==> src/hw/rtl/scm_pkg.sv <==
package scm_pkg;

    localparam int unsigned FIELD_GROUPS = 16;
    localparam int unsigned STATE_W      = 3;

    localparam logic        CMD_WRITE = 1'b0;
    localparam logic        CMD_CHECK = 1'b1;

    localparam logic [1:0]  KIND_NONE         = 2'd0;
    localparam logic [1:0]  KIND_GREEN_GREEN  = 2'd1;
    localparam logic [1:0]  KIND_YELLOW_GREEN = 2'd2;

    localparam logic [2:0]  SG_RED         = 3'd0;
    localparam logic [2:0]  SG_OPEN        = 3'd1;
    localparam logic [2:0]  SG_OPENING     = 3'd2;
    localparam logic [2:0]  SG_GREEN_FLASH = 3'd3;
    localparam logic [2:0]  SG_CLOSING     = 3'd4;

    typedef struct packed {
        logic        command;
        logic [3:0]  row_index;
        logic [15:0] row_bits;
        logic [47:0] group_states;
    } scm_request_t;

    typedef struct packed {
        logic [1:0] conflict_kind;
        logic [3:0] first_group;
        logic [3:0] second_group;
    } scm_result_t;

endpackage

==> src/hw/rtl/signal_group_conflict_monitor_core.sv <==
// write beat: stored when taken, no result, busy stays low
// check beat: one matrix row tested per cycle, up to n rows, then one result strobe;
// n = min(active_groups, GROUPS); busy high until the strobe
// next beat after a check is taken at the earliest at the edge ending the strobe
// receiver cannot stall: done is high for one cycle only
// asynchronous active-low reset clears the conflict rows and sets active_groups to 16
module signal_group_conflict_monitor_core
    import scm_pkg::*;
#(
    parameter int GROUPS = 16
)
(
    input  logic         clk,
    input  logic         rst_n,
    input  logic         start,
    output logic         busy,
    input  scm_request_t request,
    input  logic         cfg_wen,
    input  logic [4:0]   cfg_wdata,
    output logic         done,
    output scm_result_t  result
);

    localparam int IDX_W = $clog2(GROUPS);
    localparam int CNT_W = $clog2(GROUPS + 1);
    localparam int EXT_W = (CNT_W > 5) ? CNT_W : 5;

    typedef enum logic [1:0] {
        ST_IDLE = 2'b01,
        ST_SCAN = 2'b10
    } seq_state_t;

    seq_state_t  state_reg, state_next;
    logic [15:0] rows_reg [GROUPS];
    logic [4:0]  active_groups_reg;
    logic [CNT_W-1:0] row_cnt_reg, row_cnt_next;
    logic [CNT_W-1:0] n_eff_reg, n_eff_next;
    logic [15:0] col_mask_reg, col_mask_next;
    logic [47:0] states_reg;
    logic        done_reg, done_next;
    scm_result_t result_reg, result_next;

    logic        accept;
    logic [EXT_W-1:0] cnt_ext;
    logic [15:0] above;
    logic [15:0] cand;
    logic [15:0] cur_row;
    logic        row_active;
    logic [3:0]  hit_col;
    logic [2:0]  si;
    logic [2:0]  sj;
    logic [15:0] act_bits;

    function automatic logic sg_green(input logic [2:0] code);
        return (code == SG_OPEN) || (code == SG_OPENING) || (code == SG_GREEN_FLASH);
    endfunction

    function automatic logic sg_lit(input logic [2:0] code);
        return sg_green(code) || (code == SG_CLOSING);
    endfunction

    function automatic logic [3:0] lowest_set(input logic [15:0] v);
        logic [3:0] r;
        r = 4'd0;
        for (int k = 15; k >= 0; k--)
        begin
            if (v[k])
            begin
                r = 4'(k);
            end
        end
        return r;
    endfunction

    assign accept  = start && !busy;
    assign busy    = (state_reg == ST_SCAN);
    assign done    = done_reg;
    assign result  = result_reg;
    assign cnt_ext = EXT_W'(row_cnt_reg);

    // effective count and active-state mask for a new check beat
    always_comb
    begin
        if (int'(active_groups_reg) > GROUPS)
        begin
            n_eff_next = CNT_W'(GROUPS);
        end
        else
        begin
            n_eff_next = CNT_W'(active_groups_reg);
        end
        for (int k = 0; k < 16; k++)
        begin
            act_bits[k] = sg_lit(request.group_states[STATE_W*k +: STATE_W])
                          && (k < int'(n_eff_next));
        end
    end

    always_comb
    begin
        for (int k = 0; k < 16; k++)
        begin
            above[k] = (k > int'(cnt_ext));
        end
        cur_row    = rows_reg[IDX_W'(row_cnt_reg)];
        row_active = (int'(cnt_ext) < int'(FIELD_GROUPS)) && col_mask_reg[cnt_ext[3:0]];
        cand       = cur_row & col_mask_reg & above;
        hit_col    = lowest_set(cand);
        si         = states_reg[STATE_W*cnt_ext[3:0] +: STATE_W];
        sj         = states_reg[STATE_W*hit_col +: STATE_W];
    end

    always_comb
    begin
        state_next    = state_reg;
        row_cnt_next  = row_cnt_reg;
        col_mask_next = col_mask_reg;
        done_next     = 1'b0;
        result_next   = result_reg;
        unique case (state_reg)
            ST_IDLE:
            begin
                if (accept && (request.command == CMD_CHECK))
                begin
                    state_next    = ST_SCAN;
                    row_cnt_next  = '0;
                    col_mask_next = act_bits;
                end
            end
            ST_SCAN:
            begin
                if (row_cnt_reg >= n_eff_reg)
                begin
                    state_next  = ST_IDLE;
                    done_next   = 1'b1;
                    result_next = '{conflict_kind: KIND_NONE, first_group: 4'd0,
                                    second_group: 4'd0};
                end
                else if (row_active && (cand != 16'd0))
                begin
                    state_next  = ST_IDLE;
                    done_next   = 1'b1;
                    result_next.conflict_kind = (sg_green(si) && sg_green(sj))
                                                ? KIND_GREEN_GREEN : KIND_YELLOW_GREEN;
                    result_next.first_group   = cnt_ext[3:0];
                    result_next.second_group  = hit_col;
                end
                else
                begin
                    row_cnt_next = row_cnt_reg + CNT_W'(1);
                end
            end
            default:
            begin
                state_next = ST_IDLE;
            end
        endcase
    end

    always_ff @(posedge clk or negedge rst_n)
    begin
        if (!rst_n)
        begin
            state_reg         <= ST_IDLE;
            done_reg          <= 1'b0;
            active_groups_reg <= 5'd16;
            row_cnt_reg       <= '0;
            for (int k = 0; k < GROUPS; k++)
            begin
                rows_reg[k] <= 16'd0;
            end
        end
        else
        begin
            state_reg   <= state_next;
            done_reg    <= done_next;
            row_cnt_reg <= row_cnt_next;
            if (cfg_wen)
            begin
                active_groups_reg <= cfg_wdata;
            end
            // rows outside the store are dropped
            if (accept && (request.command == CMD_WRITE) && (int'(request.row_index) < GROUPS))
            begin
                rows_reg[IDX_W'(request.row_index)] <= request.row_bits;
            end
        end
    end

    always_ff @(posedge clk)
    begin
        col_mask_reg <= col_mask_next;
        result_reg   <= result_next;
        if (accept && (request.command == CMD_CHECK))
        begin
            n_eff_reg  <= n_eff_next;
            states_reg <= request.group_states;
        end
    end

endmodule

==> config.mk <==
export PLATFORM = sky130hd
export DESIGN_NAME = signal_group_conflict_monitor_core
export DESIGN_NICKNAME = d
export VERILOG_FILES = /design/src/hw/rtl/scm_pkg.sv /design/src/hw/rtl/signal_group_conflict_monitor_core.sv
export SDC_FILE = /design/constraint.sdc
export NUM_CORES = 1
export LEC_CHECK = 0
export BUFFER_PORTS_ARGS = -buffer_cell sky130_fd_sc_hd__buf_2
export CAP_MARGIN = 5
export CELL_PAD_IN_SITES_DETAIL_PLACEMENT = 0
export CELL_PAD_IN_SITES_GLOBAL_PLACEMENT = 1
export CORE_MARGIN = 2
export CORE_UTILIZATION = 49
export CTS_CLUSTER_SIZE = 12
export DETAILED_ROUTE_END_ITERATION = 7
export MAX_ROUTING_LAYER = met4
export PLACE_DENSITY_LB_ADDON = 0.1
export SLEW_MARGIN = 20
export SYNTH_ARGS = -nofsm -noshare
export SYNTH_HDL_FRONTEND = slang
export SYNTH_SLANG_ARGS = --single-unit
==> constraint.sdc <==
create_clock -name clk -period 4.9 [get_ports clk]
set_clock_uncertainty 0.05 [all_clocks]
set_input_delay 0.735 -clock clk [delete_from_list [all_inputs] [get_ports clk]]
set_output_delay 0.735 -clock clk [all_outputs]
set_load 0.1 [all_outputs]
==> metrics.md, run 1 <==
| Metric | Value |
|---|---|
| Outcome | finished clean |
| Post CTS Setup Buffer Count | 0 |
| EDFF count, synth | 79 |
| # diodes | 0 |
| Avg WL per Cell | 23.2 um |
| Residual DRC | 0 |
| First-pass GRT wire length | 50,500 um |
| Slew margin rel. | between 20% and 30% |
| Synthesis-to-finish area growth | 12.6% |
| Initial DRC count | 591 |
| R2r worst-path depth | 10 |
| Power density cells | 440 nW/um^2 |
| FF-to-FF setup slack | 860 ps |
| Initial antenna violation count | 0 |
| RSZ-0062 raised after global routing | false |
| I/O Pins | 90 |
| Max Fclk | 247 MHz |
| Final Non-Filler Cells | roughly 1,400 |
| Die X | 166 um |
| Crit. End Element | flip-flop |
| Chip height | around 170 um |
| Max Cap Viol | 0 |
| Global route overflow | 0 |
| Place WS | 931 ps |
| VDD IR-drop max | 342 uV |
| Worst Setup SP | cnt_ext[1]$_DFFE_PN0P_ |
| Final GP Congestion | about 0.86 |
| Syn nets | between 1,000 and 1,500 |
| Commonest non-fill, non-tap cell in the layout | mux2_2 |
| Number of flip-flops in the largest register | around 170 |
| Fin area | 14,500 um^2 |
| Post-synth cell types | 80 |
| Hold-fix buffers at CTS | 0 |
| Vias in the first global route | roughly 8,000 |
| Post_cts resized | 0 |
| Total track usage | 24.5% |
| Commonest register cell after synthesis | dfrtp_1 |
| Part of the cycle the worst path needs | approximately 83% |
| Dpl cell area | about 14,000 um^2 |
| R2r startpoint | cnt_ext[1]$_DFFE_PN0P_ |
| Setup TNS | 0 ps |
| Largest net degree at the start of global routing | 98 |
| Clk root buf | clkbuf_16 |
| Hold slack | 218 ps |
| Share of the synthesized area in the top cell type | around 35% |
| PortBufs | between 80 and 90 |
| Layout cells sized above 1 | ~37% |
| Crit Reg-Reg Endpoint | result[8]$_SDFFCE_PN0P_ |
| Fraction of registers with async set/reset | 70.0% |
| Vias per cell | between 5 and 6 |
| Worst Slack Setup Final | 856 ps |
| Tightest Pin Transition | between 1000 and 1500 ps |
| Core Area | roughly 26,000 um^2 |
| 1st-pass router iterations | 6 |
| HPWL Detailed | 21,900 um |
| Placed Cells | between 1,000 and 1,500 |
| Total power | 6.36 mW |
| # nets final | 1,126 |
| Via count | 8,197 |
| Setup Crit Path Kind | reg -> reg |
| Worst-path fanout max | 26 |
| Leading area contributor after synthesis | dfrtp_1 |
| Commonest cells after routing, fill and taps aside | 180 x mux2_2, 179 x dfrtp_1, 92 x nor2_1, 87 x buf_2, 79 x edfxtp_1 |
| Row count | 59 |
| Worst-path clk slew | 70 ps |
| Die ar. | 27,500 um^2 |
| YS warnings | 0 |
| Register Area | between 6000 and 7000 um^2 |
| Final slew viol count | 0 |
| Crit path DAT | 4280 ps |
| CP startpoint kind | flip-flop |
| Crit path to | result[8]$_SDFFCE_PN0P_ |
| Area of the multi-input gates | about 5400 um^2 |
| WP data required | 5130 ps |
| TritonCTS clock tree | yes |
| Avg Cell Area, Syn | 13.3 um^2 |
| Initial Utilization | 49.6% |
| Min-Delay Path Class | in -> async |
| LEAKAGE | 6.09 nW |
| Clock latency on the worst-skew pair | between 500 and 600 ps |
| Max clock buf depth | 3 |
| Final setup violation count | 0 |
| CTS Sinks | 263 |
| Register bit count reported by yosys | about 260 |
| Final core utilization | between 50% and 60% |
| Cts bufs inserted | 29 |
| Antenna-violating nets left | 0 |
| Min Tclk post-route | 4040 ps |
| Final Hold Fails | 0 |
| Htree depth | 1 |
| Post-synthesis sequential area ratio | 54.4% |
| Layout fillers | between 2,000 and 2,500 |
| Post-synthesis cell area | 12,800 um^2 |
| Top post-synthesis cells by area | dfrtp_1 35%, edfxtp_1 18%, mux2_2 16% |
| Cells after synthesis | 969 |
| Final wirelength | approximately 32,000 um |
[cell families after synthesis]
logic type | count (synthesis) | synth area share, %
simple gates | 207 | 7.96
buf+inv | 94 | 3.79
mux | 259 | 24.6
compound gates | 119 | 7.24
flops | 263 | 54.4
xor+xnor | 19 | 1.30
fa+ha+maj | 8 | 0.780
[critical path: stages, from the launching register on]
cell and delay, ps:
dfrtp_2 830, mux4_2 610, a22oi_1 260, a31oi_1 190, a21oi_1 420, a2111oi_4 160, o21ai_4 310, mux2i_1 240
mux2i_1 110, mux2_2 340, o211a_1 240
[layer usage]
layer / GRT usage [%] / part of all wire, %
met5: - / 0
met4: 5.29 / 2.0
met3: 3.36 / 5.2
met2: 36.0 / 45
met1: 36.6 / 48
[how the worst min path moves through the flow]
stage / to / slack, ps / depth (start not counted)
floorplan: active_groups_reg[0]$_DFFE_PN0P_ / 390 / 0
global placement: rows_reg[127]$_DFFE_PN0P_ / 430 / 1
detailed placement: rows_reg[127]$_DFFE_PN0P_ / 440 / 1
CTS: done$_DFF_PN0_ / 260 / 1
global route: done$_DFF_PN0_ / 290 / 1
finish: done$_DFF_PN0_ / 220 / 1
[report_power, final]
part	switching, mW	internal (mW)
clock	0.864	1.24
sequential	0.169	2.60
combinational	0.796	0.687
total	1.83	4.53
[synth_stat cells, types with 13 or more instances]
library cell,count
xor2_1,16
mux2_2,180
inv_1,21
mux2i_1,51
nor2b_1,13
dfrtp_1,182
nor2_1,94
mux4_2,27
a21oi_1,24
clkbuf_1,44
edfxtp_1,79
nand2_1,27
nand2b_1,17
[area by class of cell]
class                           count  share of cell area (%)
Sequential cell                   263                    48.3
Multi-Input combinational cell    612                    37.3
Clock buffer                       43                    5.87
Timing Repair Buffer              112                    4.51
Tap cell                          335                    2.90
Inverter                           22                   0.571
Clock inverter                     10                   0.511
Power figures use the tool's default switching activity.
==> inputs of run 2 (changes only) <==
--- a/config.mk
+++ b/config.mk
@@ -10,7 +10,7 @@
 export CELL_PAD_IN_SITES_DETAIL_PLACEMENT = 0
 export CELL_PAD_IN_SITES_GLOBAL_PLACEMENT = 1
 export CORE_MARGIN = 2
-export CORE_UTILIZATION = 49
+export CORE_UTILIZATION = 45
 export CTS_CLUSTER_SIZE = 12
 export DETAILED_ROUTE_END_ITERATION = 7
 export MAX_ROUTING_LAYER = met4
==> constraint.sdc (replaced) <==
create_clock -name clk -period 3.45 [get_ports clk]
set_clock_uncertainty 0.05 [all_clocks]
set_input_delay 0.5175 -clock clk [delete_from_list [all_inputs] [get_ports clk]]
set_output_delay 0.5175 -clock clk [all_outputs]
set_load 0.1 [all_outputs]
==> run 2 against run 1 <==
  * The flow now finishes with violations (setup timing)
  * Core utilization up 0.27 points
  * Sequential cell count unchanged
  * Clock power up 43%
  * Cell area up 8.3%
  * Register-to-register slack worse by 880 ps
  * First-iteration DRC count down 17%
  * Critical path depth up 3
  * Global-route usage down 0.79 points
  * Die area up 8.7%
  * Sequential share of layout area down 3.7 points
  * Largest cell class unchanged
  * Largest power group unchanged
  * Highest routed layer unchanged
==> metrics.md, run 2 (same netlist as run 1, synthesis figures left out) <==
| Metric | Value |
|---|---|
| Largest net degree at the start of global routing | 75 |
| Most common cell on crit path | buf_12 |
| Final Non-Filler Cells | approximately 1,500 |
| Outcome | finished, violations left |
| Final setup violation count | 2 |
| Placed Cells | 1,467 |
| Core Area | 27,900 um^2 |
| Critical path depth | 13 |
| Max Cap Viol | 0 |
| Clock latency on the worst-skew pair | around 550 ps |
| Clk root buf | clkbuf_16 |
| Cts bufs inserted | 29 |
| Vias per cell | 5.44 |
| Final core utilization | 56.1% |
| Final slew viol count | 0 |
| CP startpoint kind | flip-flop |
| Min-Delay Path Class | in -> reg |
| Chip height | 173 um |
| I/O Pins | 90 |
| # nets final | 1,233 |
| Initial Utilization | 46.0% |
| Slew margin rel. | 31.5% |
| Crit path to | result[9]$_SDFFCE_PN0P_ |
| LEAKAGE | 6.73 nW |
| PortBufs | 88 |
| Final GP Congestion | 0.860 |
| Synthesis-to-finish area growth | 22.0% |
| Commonest cells after routing, fill and taps aside | 179 x mux2_2, 179 x dfrtp_1, 109 x buf_4, 93 x nor2_1, 87 x buf_2 |
| Crit. End Element | flip-flop |
| Fin area | 15,700 um^2 |
| Die X | 173 um |
| First-pass GRT wire length | roughly 53,000 um |
| FF-to-FF setup slack | -30 ps |
| TritonCTS clock tree | yes |
| Initial DRC count | ~490 |
| # diodes | 0 |
| Row count | 61 |
| Avg WL per Cell | 21.7 um |
| CTS Sinks | between 200 and 300 |
| RSZ-0062 raised after global routing | true |
| Ordered cell list for the critical path | buf_12 > inv_1 > buf_12 > a21oi_1 > or4b_1 > o32a_1 > a2111oi_4 > a211o_1 > a21oi_4 > buf_6 > mux2i_2 > a211oi_2 > o22ai_1 |
| CP top delay family | compound AO/OA/AOI/OAI gates |
| Total track usage | 23.7% |
| Crit Reg-Reg Endpoint | result[9]$_SDFFCE_PN0P_ |
| Failing checks | setup timing |
| Worst Slack Setup Final | -25.4 ps |
| R2r startpoint | cnt_ext[2]$_DFFE_PN0P_ |
| Global route overflow | 0 |
| Crit path DAT | 3710 ps |
| Final wirelength | around 34,000 um |
| Critical path's slowest cell | dfrtp_2 |
| Antenna-violating nets left | 0 |
| Min Tclk post-route | between 3000 and 4000 ps |
| Setup TNS | -36.7 ps |
| Setup Crit Path Kind | reg -> reg |
| 1st-pass router iterations | 4 |
| Part of the cycle the worst path needs | 101% |
| Vias in the first global route | 8,798 |
| HPWL Detailed | 23,500 um |
| WP data required | between 3000 and 4000 ps |
| Worst Setup SP | cnt_ext[2]$_DFFE_PN0P_ |
| Worst-path clk slew | 60 ps |
| Layout cells sized above 1 | 44.9% |
| Final Hold Fails | 0 |
| Via count | 8,405 |
| Die ar. | 29,900 um^2 |
| Initial antenna violation count | 0 |
| Power density cells | 619 nW/um^2 |
| Max Fclk | 288 MHz |
| Residual DRC | 0 |
| Max clock buf depth | 3 |
| Hold slack | 109 ps |
| Dpl cell area | roughly 14,000 um^2 |
| WP buf/inv | 4 |
| Total power | around 9.7 mW |
| Slowest stage delay, CP | between 400 and 500 ps |
| Number of flip-flops in the largest register | 171 |
| Worst-path fanout max | 12 |
| Layout fillers | 2,439 |
| Place WS | -156 ps |
| R2r worst-path depth | 13 |
| HP Start | request[4] |
| Htree depth | 1 |
| Tightest Pin Transition | 1030 ps |
| Worst hold path cell count | 1 |
| VDD IR-drop max | 414 uV |
-- run 2: cell count changes in the layout (fill, tap and decap cells not counted), sizes merged --
cell,before,now
dlygate4sd3,0,1
inv,22,23
bufinv,1,0
buf,112,218
clkinv,9,8
-- run 2: worst register-to-register path, stage by stage, from the launching register on --
cell and delay, ps:
dfrtp_2 490, buf_12 180, inv_1 120, buf_12 160, a21oi_1 50, or4b_1 490, o32a_1 300, a2111oi_4 350
a211o_1 270, a21oi_4 110, buf_6 130, mux2i_2 140, a211oi_2 270, o22ai_1 110
-- run 2: timing repair --
item,CTS,global route
setup buffers,15,9
setup endpoints to repair,2,9
endpoints found under the hold margin,1,0
pin swaps,17,12
gates cloned,2,0
resized for setup,36,16
hold buffers,1,0
-- run 2: per-layer routing --
layer / share of wire, % / vias up / GRT usage, %
met5: 0 / - / -
met4: 2.6 / 0 / 5.86
met3: 3.7 / 55 / 2.97
met2: 45 / 164 / 35.3
met1: 49 / 4264 / 34.7
li1: - / 3922 / -
-- run 2: final cells by class --
cell class                 count  area, um^2  share of cell area (%)
clock buffer                  43         891                    5.69
inverter                      22        82.6                   0.527
multi-input combinational    612        5530                    35.3
clock inverter                 9        48.8                   0.312
timing repair buffer         219        1650                    10.5
tap                          378         473                    3.02
sequential                   263        6980                    44.6
-- run 2: worst min path at each step --
| stage | end |
|---|---|
| 2_1_floorplan | active_groups_reg[0]$_DFFE_PN0P_ |
| 5_1_grt | states_reg[30]$_DFFE_PP_ |
| 6_report | states_reg[4]$_DFFE_PP_ |
| 4_1_cts | states_reg[30]$_DFFE_PP_ |
| 3_5_place_dp | rows_reg[221]$_DFFE_PN0P_ |
| 3_3_place_gp | rows_reg[221]$_DFFE_PN0P_ |
-- run 2: power by group --
group	internal (mW)	switching, mW	leakage [nW]
clock	1.78	1.22	0.474
sequential	3.70	0.248	3.10
combinational	1.45	1.30	3.16
total	6.92	2.77	6.73
==> inputs of run 3 (changes only) <==
--- a/config.mk
+++ b/config.mk
@@ -11,10 +11,10 @@
 export CELL_PAD_IN_SITES_GLOBAL_PLACEMENT = 1
 export CORE_MARGIN = 2
 export CORE_UTILIZATION = 45
-export CTS_CLUSTER_SIZE = 12
 export DETAILED_ROUTE_END_ITERATION = 7
 export MAX_ROUTING_LAYER = met4
 export PLACE_DENSITY_LB_ADDON = 0.1
+export SETUP_SLACK_MARGIN = 0.05
 export SLEW_MARGIN = 20
 export SYNTH_ARGS = -nofsm -noshare
 export SYNTH_HDL_FRONTEND = slang
==> run 3 against run 2 <==
  * The flow still finishes with violations (setup timing)
  * Total power grew 4.2%
  * Critical path depth shrank 2
  * Sequential cell count is the same
  * Via count shrank 0.46%
  * Count of clock-buffer cells in the layout shrank 3
  * First-iteration DRC count grew 0.41%
  * Critical endpoint is now result[8]$_SDFFCE_PN0P_
  * Sequential power is essentially flat
  * Combinational power is essentially flat
  * Die area is the same
==> metrics.md, run 3 (same netlist as run 1, synthesis figures left out) <==
| Metric | Value |
|---|---|
| Row count | between 60 and 70 |
| Crit. End Element | flip-flop |
| Final slew viol count | 0 |
| Power density cells | 639 nW/um^2 |
| Cts bufs inserted | 29 |
| Most common cell on crit path | mux2i_1 |
| Crit Reg-Reg Endpoint | result[8]$_SDFFCE_PN0P_ |
| Worst-path fanout max | 9 |
| Residual DRC | 0 |
| VDD IR-drop max | 420 uV |
| Synthesis-to-finish area growth | 23.0% |
| Via count | 8,366 |
| Final wirelength | 33,800 um |
| Worst-path clk slew | around 60 ps |
| CP startpoint kind | flip-flop |
| First-pass GRT wire length | 53,300 um |
| Initial DRC count | 491 |
| Final setup violation count | 2 |
| Die ar. | 29,900 um^2 |
| HPWL Detailed | 23,500 um |
| TritonCTS clock tree | yes |
| Layout cells sized above 1 | a little under half |
| Total power | 10.1 mW |
| Final Non-Filler Cells | between 1,500 and 2,000 |
| Outcome | finished, violations left |
| Setup TNS | -58.2 ps |
| Core Area | 27,900 um^2 |
| Vias in the first global route | ~8,800 |
| WP data required | around 3700 ps |
| Min-Delay Path Class | in -> reg |
| Worst hold path cell count | 1 |
| Antenna-violating nets left | 0 |
| Ordered cell list for the critical path | buf_8 > buf_12 > mux2i_1 > a2111o_1 > o32ai_4 > a2111oi_4 > o21ai_4 > mux2i_1 > mux2i_1 > mux2_4 > o211a_1 |
| Htree depth | 1 |
| LEAKAGE | around 6.8 nW |
| Dpl cell area | 14,300 um^2 |
| R2r worst-path depth | 11 |
| Initial Utilization | 46.0% |
| Final Hold Fails | 0 |
| CTS Sinks | roughly 260 |
| Clk root buf | clkbuf_16 |
| WHS Endpoint | states_reg[4]$_DFFE_PP_ |
| Initial antenna violation count | 0 |
| # diodes | 0 |
| Layout fillers | 2,402 |
| Total track usage | 23.9% |
| Commonest cells after routing, fill and taps aside | 179 x mux2_2, 179 x dfrtp_1, 105 x buf_4, 93 x nor2_1, 87 x buf_2 |
| RSZ-0062 raised after global routing | true |
| Clock latency on the worst-skew pair | 550 ps |
| I/O Pins | 90 |
| Die X | about 170 um |
| R2r startpoint | cnt_ext[2]$_DFFE_PN0P_ |
| Max Fclk | 287 MHz |
| Max clock buf depth | 3 |
| # nets final | 1,231 |
| Global route overflow | 0 |
| Failing checks | setup timing |
| HP Start | request[4] |
| Min Tclk post-route | 3480 ps |
| Largest net degree at the start of global routing | 75 |
| Final GP Congestion | approximately 0.86 |
| Place WS | -156 ps |
| Critical path's slowest cell | dfrtp_2 |
| Chip height | 173 um |
| Placed Cells | between 1,000 and 1,500 |
| FF-to-FF setup slack | -30 ps |
| Worst Slack Setup Final | -29.5 ps |
| Part of the cycle the worst path needs | 101% |
| Avg WL per Cell | roughly 22 um |
| Setup Crit Path Kind | reg -> reg |
| PortBufs | 88 |
| Fin area | ~16,000 um^2 |
| Tightest Pin Transition | 1050 ps |
| Crit path DAT | 3720 ps |
| Number of flip-flops in the largest register | around 170 |
| Max Cap Viol | 0 |
| Slowest stage delay, CP | between 400 and 500 ps |
| CP top delay family | compound AO/OA/AOI/OAI gates |
| Slew margin rel. | 30.0% |
| Vias per cell | 5.41 |
| 1st-pass router iterations | 5 |
| WP buf/inv | 2 |
[run 3: area by class of cell]
| type | count | area, um^2 | share of cell area (%) |
|---|---|---|---|
| inverters | 22 | 82.6 | 0.523 |
| clock inverters | 13 | 218 | 1.38 |
| flip-flops and latches | 263 | 6980 | 44.2 |
| well taps | 378 | 473 | 3.00 |
| repair buffers | 217 | 1640 | 10.4 |
| multi-input cells | 612 | 5550 | 35.1 |
| clock buffers | 40 | 850 | 5.38 |
[run 3: per-layer routing]
metal  vias to the layer above  routed length, um  global-route usage (%)
met5                         -                  0                       -
met1                      4210              16600                    34.8
met3                        55               1210                    3.25
met2                       184              15100                    35.4
li1                       3917                  -                       -
met4                         0                878                    6.04
[run 3: through the flow]
step / utilization [%] / hold slack (ps)
after CTS: 56.0 / 86.3
after floorplan: - / 172
after global routing: 56.5 / 88.9
after detailed placement: 51.0 / 437
final: 56.5 / 109
after global placement: 51.0 / 430
[run 3: what timing repair did]
item / CTS / global route
pin swaps: 17 / 12
endpoints found under the setup margin: 2 / 9
setup buffers: 15 / 7
hold buffers: 1 / 0
hold endpoints to repair: 6 / 0
gates resized for setup: 42 / 14
gates cloned: 2 / 0
[run 3: how the worst max path moves through the flow]
stage / startpoint / depth (start not counted) / slack [ps] / to
floorplan: cnt_ext[0]$_DFFE_PN0P_ / 14 / 60 / result[8]$_SDFFCE_PN0P_
global placement: cnt_ext[0]$_DFFE_PN0P_ / 11 / -80 / result[8]$_SDFFCE_PN0P_
detailed placement: cnt_ext[1]$_DFFE_PN0P_ / 11 / -160 / result[8]$_SDFFCE_PN0P_
CTS: cnt_ext[2]$_DFFE_PN0P_ / 13 / 20 / result[9]$_SDFFCE_PN0P_
global route: cnt_ext[0]$_DFFE_PN0P_ / 13 / -130 / result[9]$_SDFFCE_PN0P_
finish: cnt_ext[2]$_DFFE_PN0P_ / 11 / -30 / result[8]$_SDFFCE_PN0P_
[run 3: report_power, final]
group | switching [mW] | internal, mW
sequential | 0.247 | 3.70
combinational | 1.31 | 1.44
clock | 1.25 | 2.16
